File: src/rtl/core/otrk_pkg.sv
// Shared types and constants for the orientation zero / unwrap tracker.
// Used by otrk_axis and orientation_zero_unwrap_tracker_top; no dependencies.
`default_nettype none
package otrk_pkg;

  localparam int ANG_W = 16;
  localparam int TOT_W = 32;
  localparam int CFG_W = 16;
  localparam int TIME_W = 32;
  localparam int AXES = 3;

  localparam logic signed [17:0] HALF_TURN     = 18'sd18000;
  localparam logic signed [17:0] NEG_HALF_TURN = -18'sd18000;
  localparam logic signed [17:0] FULL_TURN     = 18'sd36000;
  localparam logic signed [17:0] TRIPLE_HALF   = 18'sd54000;
  localparam logic signed [17:0] NEG_TRIPLE    = -18'sd54000;
  localparam logic signed [17:0] TWO_TURNS     = 18'sd72000;

  localparam logic [CFG_W-1:0] BAND_RST  = 16'd100;
  localparam logic [CFG_W-1:0] MS_RST    = 16'd1000;
  localparam logic [CFG_W-1:0] COUNT_RST = 16'd10;
  localparam logic [15:0] COUNT_MAX = 16'hFFFF;

  typedef enum logic [1:0] {
    CMD_TRACK = 2'd0,
    CMD_CHECK = 2'd1,
    CMD_ZERO  = 2'd2,
    CMD_RESET = 2'd3
  } cmd_t;

  typedef enum logic [1:0] {
    CFG_STABLE_BAND = 2'd0,
    CFG_MIN_MS      = 2'd1,
    CFG_MIN_COUNT   = 2'd2
  } cfg_idx_t;

  typedef struct packed {
    logic signed [ANG_W-1:0] zero_ref;
    logic signed [ANG_W-1:0] prev_rel;
    logic signed [ANG_W-1:0] check_ref;
    logic signed [TOT_W-1:0] total;
  } axis_st_t;

  typedef struct packed {
    logic signed [ANG_W-1:0] rel;
    logic signed [TOT_W-1:0] total;
    logic                    in_band;
  } axis_res_t;

endpackage
`default_nettype wire

File: src/rtl/core/otrk_axis.sv
// Per-axis datapath: zero offset, wrap, step unwrap with saturating total,
// and the stability band test. Depends on otrk_pkg.
`default_nettype none
module otrk_axis (
  input  wire logic signed [otrk_pkg::ANG_W-1:0] angle,
  input  wire otrk_pkg::axis_st_t                st,
  input  wire logic                              first_pending,
  input  wire logic [otrk_pkg::CFG_W-1:0]        band,
  output otrk_pkg::axis_res_t                    res
);

  logic signed [17:0] diff;
  logic signed [17:0] wrapped;
  logic signed [16:0] step;
  logic signed [16:0] step_f;
  logic signed [32:0] sum;
  logic signed [31:0] total_acc;
  logic signed [16:0] dc;
  logic signed [16:0] mag;

  always_comb begin
    diff = 18'(angle) - 18'(st.zero_ref);
    wrapped = diff;
    if (diff > otrk_pkg::TRIPLE_HALF) begin
      wrapped = diff - otrk_pkg::TWO_TURNS;
    end else if (diff > otrk_pkg::HALF_TURN) begin
      wrapped = diff - otrk_pkg::FULL_TURN;
    end else if (diff < otrk_pkg::NEG_TRIPLE) begin
      wrapped = diff + otrk_pkg::TWO_TURNS;
    end else if (diff < otrk_pkg::NEG_HALF_TURN) begin
      wrapped = diff + otrk_pkg::FULL_TURN;
    end

    step = 17'(wrapped) - 17'(st.prev_rel);
    step_f = step;
    if (18'(step) > otrk_pkg::HALF_TURN) begin
      step_f = step - 17'(otrk_pkg::FULL_TURN);
    end else if (18'(step) < otrk_pkg::NEG_HALF_TURN) begin
      step_f = step + 17'(otrk_pkg::FULL_TURN);
    end

    sum = 33'(st.total) + 33'(step_f);
    if (sum[32] != sum[31]) begin
      total_acc = sum[32] ? 32'sh8000_0000 : 32'sh7FFF_FFFF;
    end else begin
      total_acc = sum[31:0];
    end

    dc = 17'(angle) - 17'(st.check_ref);
    mag = (dc < 17'sd0) ? -dc : dc;

    res.rel = wrapped[15:0];
    res.total = first_pending ? 32'(wrapped) : total_acc;
    res.in_band = ($unsigned(mag) <= {1'b0, band});
  end

endmodule
`default_nettype wire

File: src/rtl/core/orientation_zero_unwrap_tracker_top.sv
// Orientation zero-reference and multi-turn unwrap tracker, top level.
// An input beat goes through the input register, then the result register.
// Throughput: one beat per cycle unless out_ready holds it off; the tracker state
// updates in the same cycle that an item moves into the result register.
// Reset (rst_n low, synchronous) restores the register defaults and clears all
// tracking and stability state. Depends on otrk_pkg and otrk_axis.
`default_nettype none
module orientation_zero_unwrap_tracker_top (
  input  wire logic        clk,
  input  wire logic        rst_n,
  input  wire logic        cfg_we,
  input  wire logic [1:0]  cfg_index,
  input  wire logic [15:0] cfg_wdata,
  input  wire logic        in_valid,
  output logic             in_ready,
  input  wire logic [1:0]  in_command,
  input  wire logic signed [15:0] in_yaw_in,
  input  wire logic signed [15:0] in_pitch_in,
  input  wire logic signed [15:0] in_roll_in,
  input  wire logic [31:0] in_time_ms,
  output logic             out_valid,
  input  wire logic        out_ready,
  output logic signed [15:0] out_yaw_rel,
  output logic signed [15:0] out_pitch_rel,
  output logic signed [15:0] out_roll_rel,
  output logic signed [31:0] out_yaw_total,
  output logic signed [31:0] out_pitch_total,
  output logic signed [31:0] out_roll_total,
  output logic             out_stable_now,
  output logic             out_calibrated
);

  localparam int AXES = otrk_pkg::AXES;

  logic [15:0] band_r, min_ms_r, min_count_r;

  logic                 v1_r;
  otrk_pkg::cmd_t       cmd_r;
  logic signed [15:0]   ang_r [AXES];
  logic [31:0]          time_r;
  logic                 advance;

  logic signed [15:0] zero_ref_r [AXES], zero_ref_nxt [AXES];
  logic signed [15:0] prev_rel_r [AXES], prev_rel_nxt [AXES];
  logic signed [15:0] rel_r [AXES], rel_nxt [AXES];
  logic signed [31:0] total_r [AXES], total_nxt [AXES];
  logic signed [15:0] check_ref_r [AXES], check_ref_nxt [AXES];
  logic               first_pending_r, first_pending_nxt;
  logic               have_zero_r, have_zero_nxt;
  logic [15:0]        check_count_r, check_count_nxt;
  logic [31:0]        check_start_r, check_start_nxt;
  logic               captured;

  otrk_pkg::axis_res_t ax_res [AXES];
  logic [15:0] count_inc;
  logic [31:0] elapsed;
  logic        all_band;

  logic             vo_r;
  logic signed [15:0] o_rel_r [AXES];
  logic signed [31:0] o_total_r [AXES];
  logic             o_stable_r, o_cal_r;

  always_ff @(posedge clk) begin
    if (!rst_n) begin
      band_r      <= otrk_pkg::BAND_RST;
      min_ms_r    <= otrk_pkg::MS_RST;
      min_count_r <= otrk_pkg::COUNT_RST;
    end else if (cfg_we) begin
      case (otrk_pkg::cfg_idx_t'(cfg_index))
        otrk_pkg::CFG_STABLE_BAND: band_r      <= cfg_wdata;
        otrk_pkg::CFG_MIN_MS:      min_ms_r    <= cfg_wdata;
        otrk_pkg::CFG_MIN_COUNT:   min_count_r <= cfg_wdata;
        default: ;
      endcase
    end
  end

  assign advance  = v1_r && (!vo_r || out_ready);
  assign in_ready = !v1_r || advance;

  always_ff @(posedge clk) begin
    if (!rst_n) begin
      v1_r <= 1'b0;
    end else if (in_ready) begin
      v1_r <= in_valid;
    end
  end

  always_ff @(posedge clk) begin
    if (in_ready && in_valid) begin
      cmd_r    <= otrk_pkg::cmd_t'(in_command);
      ang_r[0] <= in_yaw_in;
      ang_r[1] <= in_pitch_in;
      ang_r[2] <= in_roll_in;
      time_r   <= in_time_ms;
    end
  end

  for (genvar g = 0; g < AXES; g++) begin : g_axis
    otrk_pkg::axis_st_t st;
    assign st.zero_ref  = zero_ref_r[g];
    assign st.prev_rel  = prev_rel_r[g];
    assign st.check_ref = check_ref_r[g];
    assign st.total     = total_r[g];
    otrk_axis u_axis (
      .angle         (ang_r[g]),
      .st            (st),
      .first_pending (first_pending_r),
      .band          (band_r),
      .res           (ax_res[g])
    );
  end

  assign all_band  = ax_res[0].in_band && ax_res[1].in_band && ax_res[2].in_band;
  assign count_inc = (check_count_r == otrk_pkg::COUNT_MAX) ? check_count_r
                                                            : check_count_r + 16'd1;
  assign elapsed   = time_r - check_start_r;

  always_comb begin
    zero_ref_nxt      = zero_ref_r;
    prev_rel_nxt      = prev_rel_r;
    rel_nxt           = rel_r;
    total_nxt         = total_r;
    check_ref_nxt     = check_ref_r;
    first_pending_nxt = first_pending_r;
    have_zero_nxt     = have_zero_r;
    check_count_nxt   = check_count_r;
    check_start_nxt   = check_start_r;
    captured          = 1'b0;
    case (cmd_r)
      otrk_pkg::CMD_TRACK: begin
        for (int i = 0; i < AXES; i++) begin
          rel_nxt[i]      = ax_res[i].rel;
          prev_rel_nxt[i] = ax_res[i].rel;
          total_nxt[i]    = ax_res[i].total;
        end
        first_pending_nxt = 1'b0;
      end
      otrk_pkg::CMD_CHECK: begin
        if (check_count_r == 16'd0) begin
          check_ref_nxt   = ang_r;
          check_count_nxt = 16'd1;
          check_start_nxt = time_r;
        end else if (all_band) begin
          check_count_nxt = count_inc;
          if (elapsed >= 32'(min_ms_r) && count_inc >= min_count_r) begin
            captured          = 1'b1;
            zero_ref_nxt      = ang_r;
            for (int i = 0; i < AXES; i++) total_nxt[i] = 32'sd0;
            have_zero_nxt     = 1'b1;
            first_pending_nxt = 1'b1;
          end
        end else begin
          for (int i = 0; i < AXES; i++) check_ref_nxt[i] = 16'sd0;
          check_count_nxt = 16'd0;
          check_start_nxt = 32'd0;
        end
      end
      otrk_pkg::CMD_ZERO: begin
        zero_ref_nxt      = ang_r;
        for (int i = 0; i < AXES; i++) total_nxt[i] = 32'sd0;
        have_zero_nxt     = 1'b1;
        first_pending_nxt = 1'b1;
      end
      default: begin
        for (int i = 0; i < AXES; i++) begin
          zero_ref_nxt[i]  = 16'sd0;
          total_nxt[i]     = 32'sd0;
          check_ref_nxt[i] = 16'sd0;
        end
        have_zero_nxt     = 1'b0;
        first_pending_nxt = 1'b1;
        check_count_nxt   = 16'd0;
        check_start_nxt   = 32'd0;
      end
    endcase
  end

  always_ff @(posedge clk) begin
    if (!rst_n) begin
      for (int i = 0; i < AXES; i++) begin
        zero_ref_r[i]  <= 16'sd0;
        prev_rel_r[i]  <= 16'sd0;
        rel_r[i]       <= 16'sd0;
        total_r[i]     <= 32'sd0;
        check_ref_r[i] <= 16'sd0;
      end
      first_pending_r <= 1'b1;
      have_zero_r     <= 1'b0;
      check_count_r   <= 16'd0;
      check_start_r   <= 32'd0;
    end else if (advance) begin
      zero_ref_r      <= zero_ref_nxt;
      prev_rel_r      <= prev_rel_nxt;
      rel_r           <= rel_nxt;
      total_r         <= total_nxt;
      check_ref_r     <= check_ref_nxt;
      first_pending_r <= first_pending_nxt;
      have_zero_r     <= have_zero_nxt;
      check_count_r   <= check_count_nxt;
      check_start_r   <= check_start_nxt;
    end
  end

  always_ff @(posedge clk) begin
    if (!rst_n) begin
      vo_r <= 1'b0;
    end else if (advance) begin
      vo_r <= 1'b1;
    end else if (out_ready) begin
      vo_r <= 1'b0;
    end
  end

  always_ff @(posedge clk) begin
    if (advance) begin
      o_rel_r    <= rel_nxt;
      o_total_r  <= total_nxt;
      o_stable_r <= captured;
      o_cal_r    <= have_zero_nxt;
    end
  end

  assign out_valid       = vo_r;
  assign out_yaw_rel     = o_rel_r[0];
  assign out_pitch_rel   = o_rel_r[1];
  assign out_roll_rel    = o_rel_r[2];
  assign out_yaw_total   = o_total_r[0];
  assign out_pitch_total = o_total_r[1];
  assign out_roll_total  = o_total_r[2];
  assign out_stable_now  = o_stable_r;
  assign out_calibrated  = o_cal_r;

  a_stable_cal: assert property (@(posedge clk) disable iff (!rst_n)
    out_valid && out_stable_now |-> out_calibrated)
    else $error("zero capture reported without calibration");

  a_ready_empty: assert property (@(posedge clk) disable iff (!rst_n)
    !out_valid |-> in_ready)
    else $error("input stalled with empty result register");

  a_reset_cmd: assert property (@(posedge clk) disable iff (!rst_n)
    advance && cmd_r == otrk_pkg::CMD_RESET |=>
      out_valid && !out_calibrated && out_yaw_total == 32'sd0 &&
      out_pitch_total == 32'sd0 && out_roll_total == 32'sd0)
    else $error("reset command left state behind");

  a_rel_range: assert property (@(posedge clk) disable iff (!rst_n)
    out_valid |-> out_yaw_rel <= 16'sd18000 && out_yaw_rel >= -16'sd18000 &&
      out_roll_rel <= 16'sd18000 && out_roll_rel >= -16'sd18000)
    else $error("wrapped angle out of range");

endmodule
`default_nettype wire

File: config.mk
export PLATFORM = sky130hd
export DESIGN_NAME = orientation_zero_unwrap_tracker_top
export DESIGN_NICKNAME = d
export VERILOG_FILES = /design/src/rtl/core/otrk_pkg.sv /design/src/rtl/core/otrk_axis.sv /design/src/rtl/core/orientation_zero_unwrap_tracker_top.sv
export SDC_FILE = /design/constraint.sdc
export NUM_CORES = 2
export LEC_CHECK = 0
export BUFFER_PORTS_ARGS = -buffer_cell sky130_fd_sc_hd__buf_2
export CORE_MARGIN = 5
export CORE_UTILIZATION = 25
export CTS_BUF_LIST = sky130_fd_sc_hd__clkbuf_8
export CTS_CLUSTER_SIZE = 24
export DETAILED_ROUTE_END_ITERATION = 7
export SLEW_MARGIN = 0
export SYNTH_ARGS = -nofsm -noshare
export SYNTH_HDL_FRONTEND = slang
export SYNTH_SLANG_ARGS = --single-unit
File: constraint.sdc
create_clock -name clk -period 12.8 [get_ports clk]
set_input_delay 3.2 -clock clk [delete_from_list [all_inputs] [get_ports clk]]
set_output_delay 3.2 -clock clk [all_outputs]
set_load 0.01 [all_outputs]
---- After elaboration in Yosys (flattened, before gate mapping) ----
Index checks and enable logic that the tools add are counted.
word-level totals
  register bits after elaboration ......... 616
  bits of input ports ..................... 105
  word-level logic and storage cells ...... 197
operators by class
  $add $sub $neg .......................... 35
  magnitude comparators ................... 26
  eq/ne operators ......................... 12
  muxes and demuxes ....................... 60
  bitwise logic cells ..................... 4
  reductions and logical operators ........ 23
operators by type and width
  cell                                                                     count
  32-bit two-way mux                                                       11
  48-bit two-way mux                                                       6
  96-bit two-way mux                                                       3
  18-bit two-way mux                                                       12
  96-bit one-hot mux with 2 select lines                                   1
  17-bit two-way mux                                                       9
  48-bit one-hot mux with 3 select lines                                   1
  16-bit by 16-bit subtractor with 17-bit output                           6
  32-bit by 17-bit adder with 33-bit output                                3
  48-bit one-hot mux with 2 select lines                                   1
  32-bit one-hot mux with 2 select lines                                   1
  18-bit by 17-bit adder with 18-bit output (second input constant)        3
  18-bit adder (second input constant)                                     3
  18-bit by 16-bit > comparator with 1-bit output (second input constant)  3
  18-bit by 17-bit > comparator with 1-bit output (second input constant)  3
  18-bit by 16-bit < comparator with 1-bit output (second input constant)  3
  18-bit by 17-bit < comparator with 1-bit output (second input constant)  3
  18-bit by 17-bit subtractor with 18-bit output (second input constant)   3
  18-bit subtractor (second input constant)                                3
  17-bit adder (second input constant)                                     3
  17-bit by 16-bit > comparator with 1-bit output (second input constant)  3
  17-bit by 16-bit less-or-equal comparator with 1-bit output              3
  17-bit by 1-bit < comparator with 1-bit output (second input constant)   3
  17-bit by 16-bit < comparator with 1-bit output (second input constant)  3
  31 further kinds                                                         67

---- Depth between registers and ports, before layout ----
  word-level depth ........................ 15
  mapped depth ............................ 48

---- Hierarchy ----
A second synthesis with hierarchy kept.
second synthesis, totals
  cell total of the unflattened synthesis .. 5,805
  area total of the unflattened synthesis .. 47,575.6 um^2
modules (own cells, without submodules)
  module                               instances  cells each  area an instance (um^2)  seq. area each (um^2)
  orientation_zero_unwrap_tracker_top  1          2,679       25,518.2                 14,614.0
  otrk_axis (g_axis[0].u_axis ...)     2          1,015       7,221.9                  0.0
  otrk_axis (g_axis[2].u_axis)         1          1,096       7,613.6                  0.0

---- Worst setup path after synthesis ----
OpenSTA, ideal clock, no wires.
  path kind ............................... flip-flop to flip-flop
  start ................................... reg ang_r[32] in the netlist's numbering
  end ..................................... reg o_total_r (netlist bit out_yaw_total[2]), data pin
  data arrival time ....................... 10,609 ps
  required time ........................... 12,532 ps
  slack ................................... 1,923 ps
  cell stages (with the launch flop) ...... 45
  path buffers ............................ 3
  path through ............................ edfxtp_1 > inv_1 > ha_1 > inv_1 > fa_1 > a211o_1 > a21o_1 > a21oi_1 > xor2_1 > ha_1 > o21ai_0 > o221ai_1 > a211oi_1 > a2111oi_2 > nand2_1 > a22o_1 > a22oi_1 > xnor2_1 > (+9 left out) > nand2_2 > buf_4 > a21oi_1 > a221oi_1 > ha_1 > a21o_1 > a221oi_1 > a211oi_1 > a211oi_1 > o21a_1 > a21boi_0 > o2111ai_1 > and2_1 > clkbuf_1 > clkbuf_1 > o21ai_0 > a22oi_1 > o21ai_0
RTL lines
  element                 RTL line                                    source
  start: declaration      orientation_zero_unwrap_tracker_top.sv:39   logic signed [15:0] ang_r [AXES];
  end signal: assignment  orientation_zero_unwrap_tracker_top.sv:219  o_total_r <= total_nxt;
  end: declaration        orientation_zero_unwrap_tracker_top.sv:61   logic signed [31:0] o_total_r [AXES];

==> results by stage <==
Worst setup path:
- The destination of the worst register-to-register timing path is out_roll_total[9].
- For this run, the slowest stage of the critical path takes 0.56 ns.
- Of all nets on the critical path, the largest fanout is 17.
- The launch point of the worst reg-to-reg path is ang_r[0].
- The slowest stage of the critical path belongs to the cell sky130_fd_sc_hd__nor4b_1.
- The data arrival time of the critical path is about 12 ns.
- The worst register-to-register path has a depth of 43.
- The critical path capture point type is a flop.
- By startpoint and endpoint, the worst setup path is classified as flop to flop.
- The minimum setup slack among reg-to-reg paths is approximately 1.1 ns.
- STA classifies the critical path startpoint as a flop.
- The endpoint required time on the critical path is 13.38 ns.

Placed design:
- The congestion estimate from routability-driven global placement came to about 0.91.
- The HPWL after detailed placement is 124 mm.
- The post-placement cell count is 8290.
- Buffers placed on the I/O ports in this run total 252.

Synthesis:
- The combinational family with the most area after synthesis is compound AO/OA/AOI/OAI gates.
- The number of nets in the synthesized netlist is between 6k and 7k.
- The cell area that synthesis handed to floorplanning was 0.0478 mm2.
- Synthesis instantiated 120 different standard cells from the library.
- The sequential fraction of the synthesis area is 30.6%.
- The Yosys step of the flow raised 0 warnings.
- The synthesized design contains between 600 and 700 register bits.
- Each instance of the synthesized netlist takes up on average about 8.3 um2.
- The compound-gate portion of the synthesized area is between 20 and 30%.
- The biggest area contributor in the post-synthesis netlist is sky130_fd_sc_hd__dfxtp_1.
- The post-synthesis simple-gate area fraction is roughly 17%.
- Of all flip-flops after synthesis, the portion carrying an async set or reset was 0%.
- Measured against the total synthesized area, the mux share comes to 2.88%.
- Of the post-synthesis cell area, the dominant cell type holds 16.2%.
- The area share of xor/xnor cells in the synthesized design is between 4 and 5%.
- The adder-cell share of the synthesized area is 11.2%.
- Among all flip-flop cells after synthesis, the most frequent one is sky130_fd_sc_hd__dfxtp_1.
- After synthesis, the cell types taking the most area are sky130_fd_sc_hd__dfxtp_1 (16%), sky130_fd_sc_hd__edfxtp_1 (14%), sky130_fd_sc_hd__ha_1 (11%).
- After technology mapping, the gate count stands at 5728.
- The number of flops mapped to enable cells by yosys is 228.

Floorplanning:
- The die is 447 um wide.
- The height of the die is roughly 450 um.
- The floorplan step defined a core boundary enclosing around 0.19 mm2.
- The area enclosed by the die boundary is 0.200 mm2.
- Once the floorplan was initialized, standard cells occupied 25.1% of the core.
- The I/O pin count is 253.
- The floorplan has 160 rows.

Clocking:
- For this design, the sink count on the clock tree is 616.
- The number of buffers inserted during clock tree synthesis is 113.
- The count of H-tree levels built during CTS is 3.
- The number of setup buffers added after CTS is 0.
- The clock latency on the worst-skew pair is 0.91 ns.
- The clock-pin slew on the worst setup and hold paths is approximately 0.07 ns.
- The maximum buffer depth of the clock tree is 3.
- TritonCTS built the clock tree.
- The cell sitting at the root of the clock tree is a sky130_fd_sc_hd__clkbuf_8.

Final layout:
- The finished layout holds 8513 standard cells, fillers aside.
- In the layout the commonest cells are sky130_fd_sc_hd__a21oi_1 (557), sky130_fd_sc_hd__nand2_1 (427), sky130_fd_sc_hd__ha_1 (403).
- After the last flow step, the layout net total stands at 6417.
- The share of cells above drive strength 1 is between 10% and 20%.
- The layout overhead on the synthesized area is 13.8%.
- Leaving out fill and tap cells, the most frequent cell in the layout is sky130_fd_sc_hd__a21oi_1.

Routing:
- Dividing the detail-routed via count by the number of cells gives 5.24.
- The DRC violation count after routing is 0.
- The highest routing layer actually used is met5.
- The total iterations of the first detailed-routing run is 5.
- The average wire per cell in the routed design is 19.2 um.
- The detailed-route wire length is 163 mm.
- The residual antenna-violating net count after detailed routing is 0.
- The met3 wire length is 8.43 mm.
- The first-iteration detailed-routing DRC count is between 3k and 4k.
- The detailed router put a total of approximately 74 mm of wire on met1.
- The number of vias after detailed routing is 44.6k.
- The wire length on met2 is 76.1 mm.

Run status:
- The run finished with clean final reports.

STA:
- Dividing the final minimum period by the clock period gives 91.8%.
- Setup violations remaining at the end of the flow were counted as 0.
- Setup repair after global routing left no endpoint under its margin.
- The final number of hold-violating endpoints was 0.
- The clock skew is 0.100 ns.
- The total count of max-transition violations in the final report came to 0.
- The clock period could shrink to roughly 12 ns.
- For this run, the top clock speed supported by timing is 85.1 MHz.
- The final-layout worst hold slack is 0.447 ns.
- The transition time of the tightest slew-check pin is 1.19 ns.
- The max-slew headroom at the worst pin is 20.6%.
- The final sum of negative setup slack is 0 ns.

Power:
- IR analysis of the VDD net gives a maximum drop of 164 uV.
- The power per unit of standard cell area is 210 mW/mm2.
- Summed over all cells, the static leakage comes to 20.7 nW.

GRT:
- The initial antenna violation count is 16.
- The number of global-route vias before repair is 42.4k.
- The total overflow reported by the global router is 0.
- The global-route wire length before repair is 248 mm.
- The pin count of the biggest net entering global routing is 102.
- For this run, the total global-route usage over all layers was measured as between 10% and 20%.

Worst hold path:
- The source of the worst hold timing path is rel_r[39].
- The type of the tightest min-delay check is flop to flop.
- Along the worst hold path, the cell count comes to 2.
- The endpoint of the worst hold path is rel_r[39].

Job:
- The total of max-cap violations is 0.
-- power breakdown --
group	leakage, nW	switching, mW	total (mW)	internal, mW
clock network	1.39	0.958	2.15	1.19
logic	14.0	4.36	7.04	2.68
registers	5.35	0.0689	2.23	2.16
total	20.7	5.38	11.4	6.03
-- cell families (layout without fill, tap and decap cells) --
kind of cell	after synthesis	count (layout)
compound gates	1990	1990
simple gates	1639	1639
buf+inv	661	925
flops	616	616
fa+ha+maj	422	422
xor+xnor	268	268
mux	132	132
other cells	0	10
-- routing by layer --
| metal | global-route usage, % | vias to the layer above |
|---|---|---|
| li1 | - | 21700 |
| met1 | 20.5 | 21400 |
| met2 | 26.4 | 1154 |
| met3 | 2.39 | 267 |
| met4 | 4.57 | 10 |
| met5 | 0 | - |
-- synthesized netlist by cell type, drive strengths merged, types with 18 or more instances --
| cell | number |
|---|---|
| a21oi | 561 |
| nand2 | 430 |
| ha | 405 |
| o21ai | 402 |
| dfxtp | 388 |
| inv | 381 |
| nor2 | 380 |
| edfxtp | 228 |
| clkbuf | 217 |
| xnor2 | 175 |
| nand3 | 170 |
| a21o | 132 |
| nand4 | 120 |
| nor3 | 112 |
| mux2i | 100 |
| o21a | 96 |
| xor2 | 93 |
| o2bb2ai | 89 |
| a211oi | 77 |
| o211ai | 67 |
| a22o | 62 |
| nor2b | 62 |
| buf | 61 |
| a31oi | 55 |
| and2 | 54 |
| nand2b | 53 |
| and3 | 48 |
| or2 | 43 |
| or3 | 39 |
| mux2 | 31 |
| nor4 | 31 |
| o31ai | 30 |
| a2111oi | 29 |
| a21boi | 29 |
| a211o | 28 |
| nor3b | 26 |
| o2111ai | 25 |
| o21bai | 25 |
| o311ai | 25 |
| o31a | 23 |
| a221oi | 22 |
| and4 | 18 |
-- final cells by class --
type | instances | area (um2)
fillers | 20400 | 136000
multi-input cells | 4451 | 30800
flip-flops and latches | 616 | 14600
well taps | 2511 | 3140
repair buffers | 329 | 1840
clock buffers | 127 | 1750
inverters | 383 | 1450
clock inverters | 86 | 818
diodes | 10 | 25.0
-- sequential cells by signal, summed over array words and instances, names as in the netlist, 2 cells and up --
signal	cells
ang_r	48
band_r	16
check_count_r	16
check_ref_r	48
check_start_r	32
cmd_r	2
g_axis.st	192
min_count_r	16
min_ms_r	16
out_pitch_rel	16
out_pitch_total	32
out_roll_rel	16
out_roll_total	32
out_yaw_rel	16
out_yaw_total	32
rel_r	48
time_r	32
-- worst max-delay path by stage --
stage	slack, ns	start	to
floorplan	1.92	ang_r[32]	out_yaw_total[2]
global placement	0.35	ang_r[0]	out_roll_total[8]
detailed placement	0.76	ang_r[0]	out_roll_total[23]
CTS	0.76	ang_r[0]	out_roll_total[23]
global route	0.11	ang_r[5]	out_roll_total[9]
finish	1.05	ang_r[0]	out_roll_total[9]
-- critical path: cells and delay by family (launching register included) --
kind	cells	cell delay, ns
AOI/OAI and AO/OA	24	6.28
adders and majority gates	5	1.72
and+or+nand+nor	5	1.45
DFF	1	0.42
xor gates and xnor gates	3	0.63
buffers and inverters	4	0.59
muxes	2	0.35
-- what timing repair did --
| item | 4_1_cts | 5_1_grt |
|---|---|---|
| hold buffers | 0 | 0 |
| hold endpoints to repair | 0 | 0 |
| gates resized for setup | 0 | 5 |
| setup endpoints to repair | 0 | 40 |
-- stage by stage --
stage,area (um2),power [mW],setup WS [ns],util [%]
after CTS,54300,11.4,0.756,28.6
after global routing,54400,12.3,0.112,28.6
after floorplan,47800,7.47,1.92,-
after detailed placement,51800,9.19,0.765,27.2
final,54400,11.4,1.05,28.6
after global placement,51800,9.16,0.351,27.2
No activity file was read; power rests on OpenSTA's default activity.
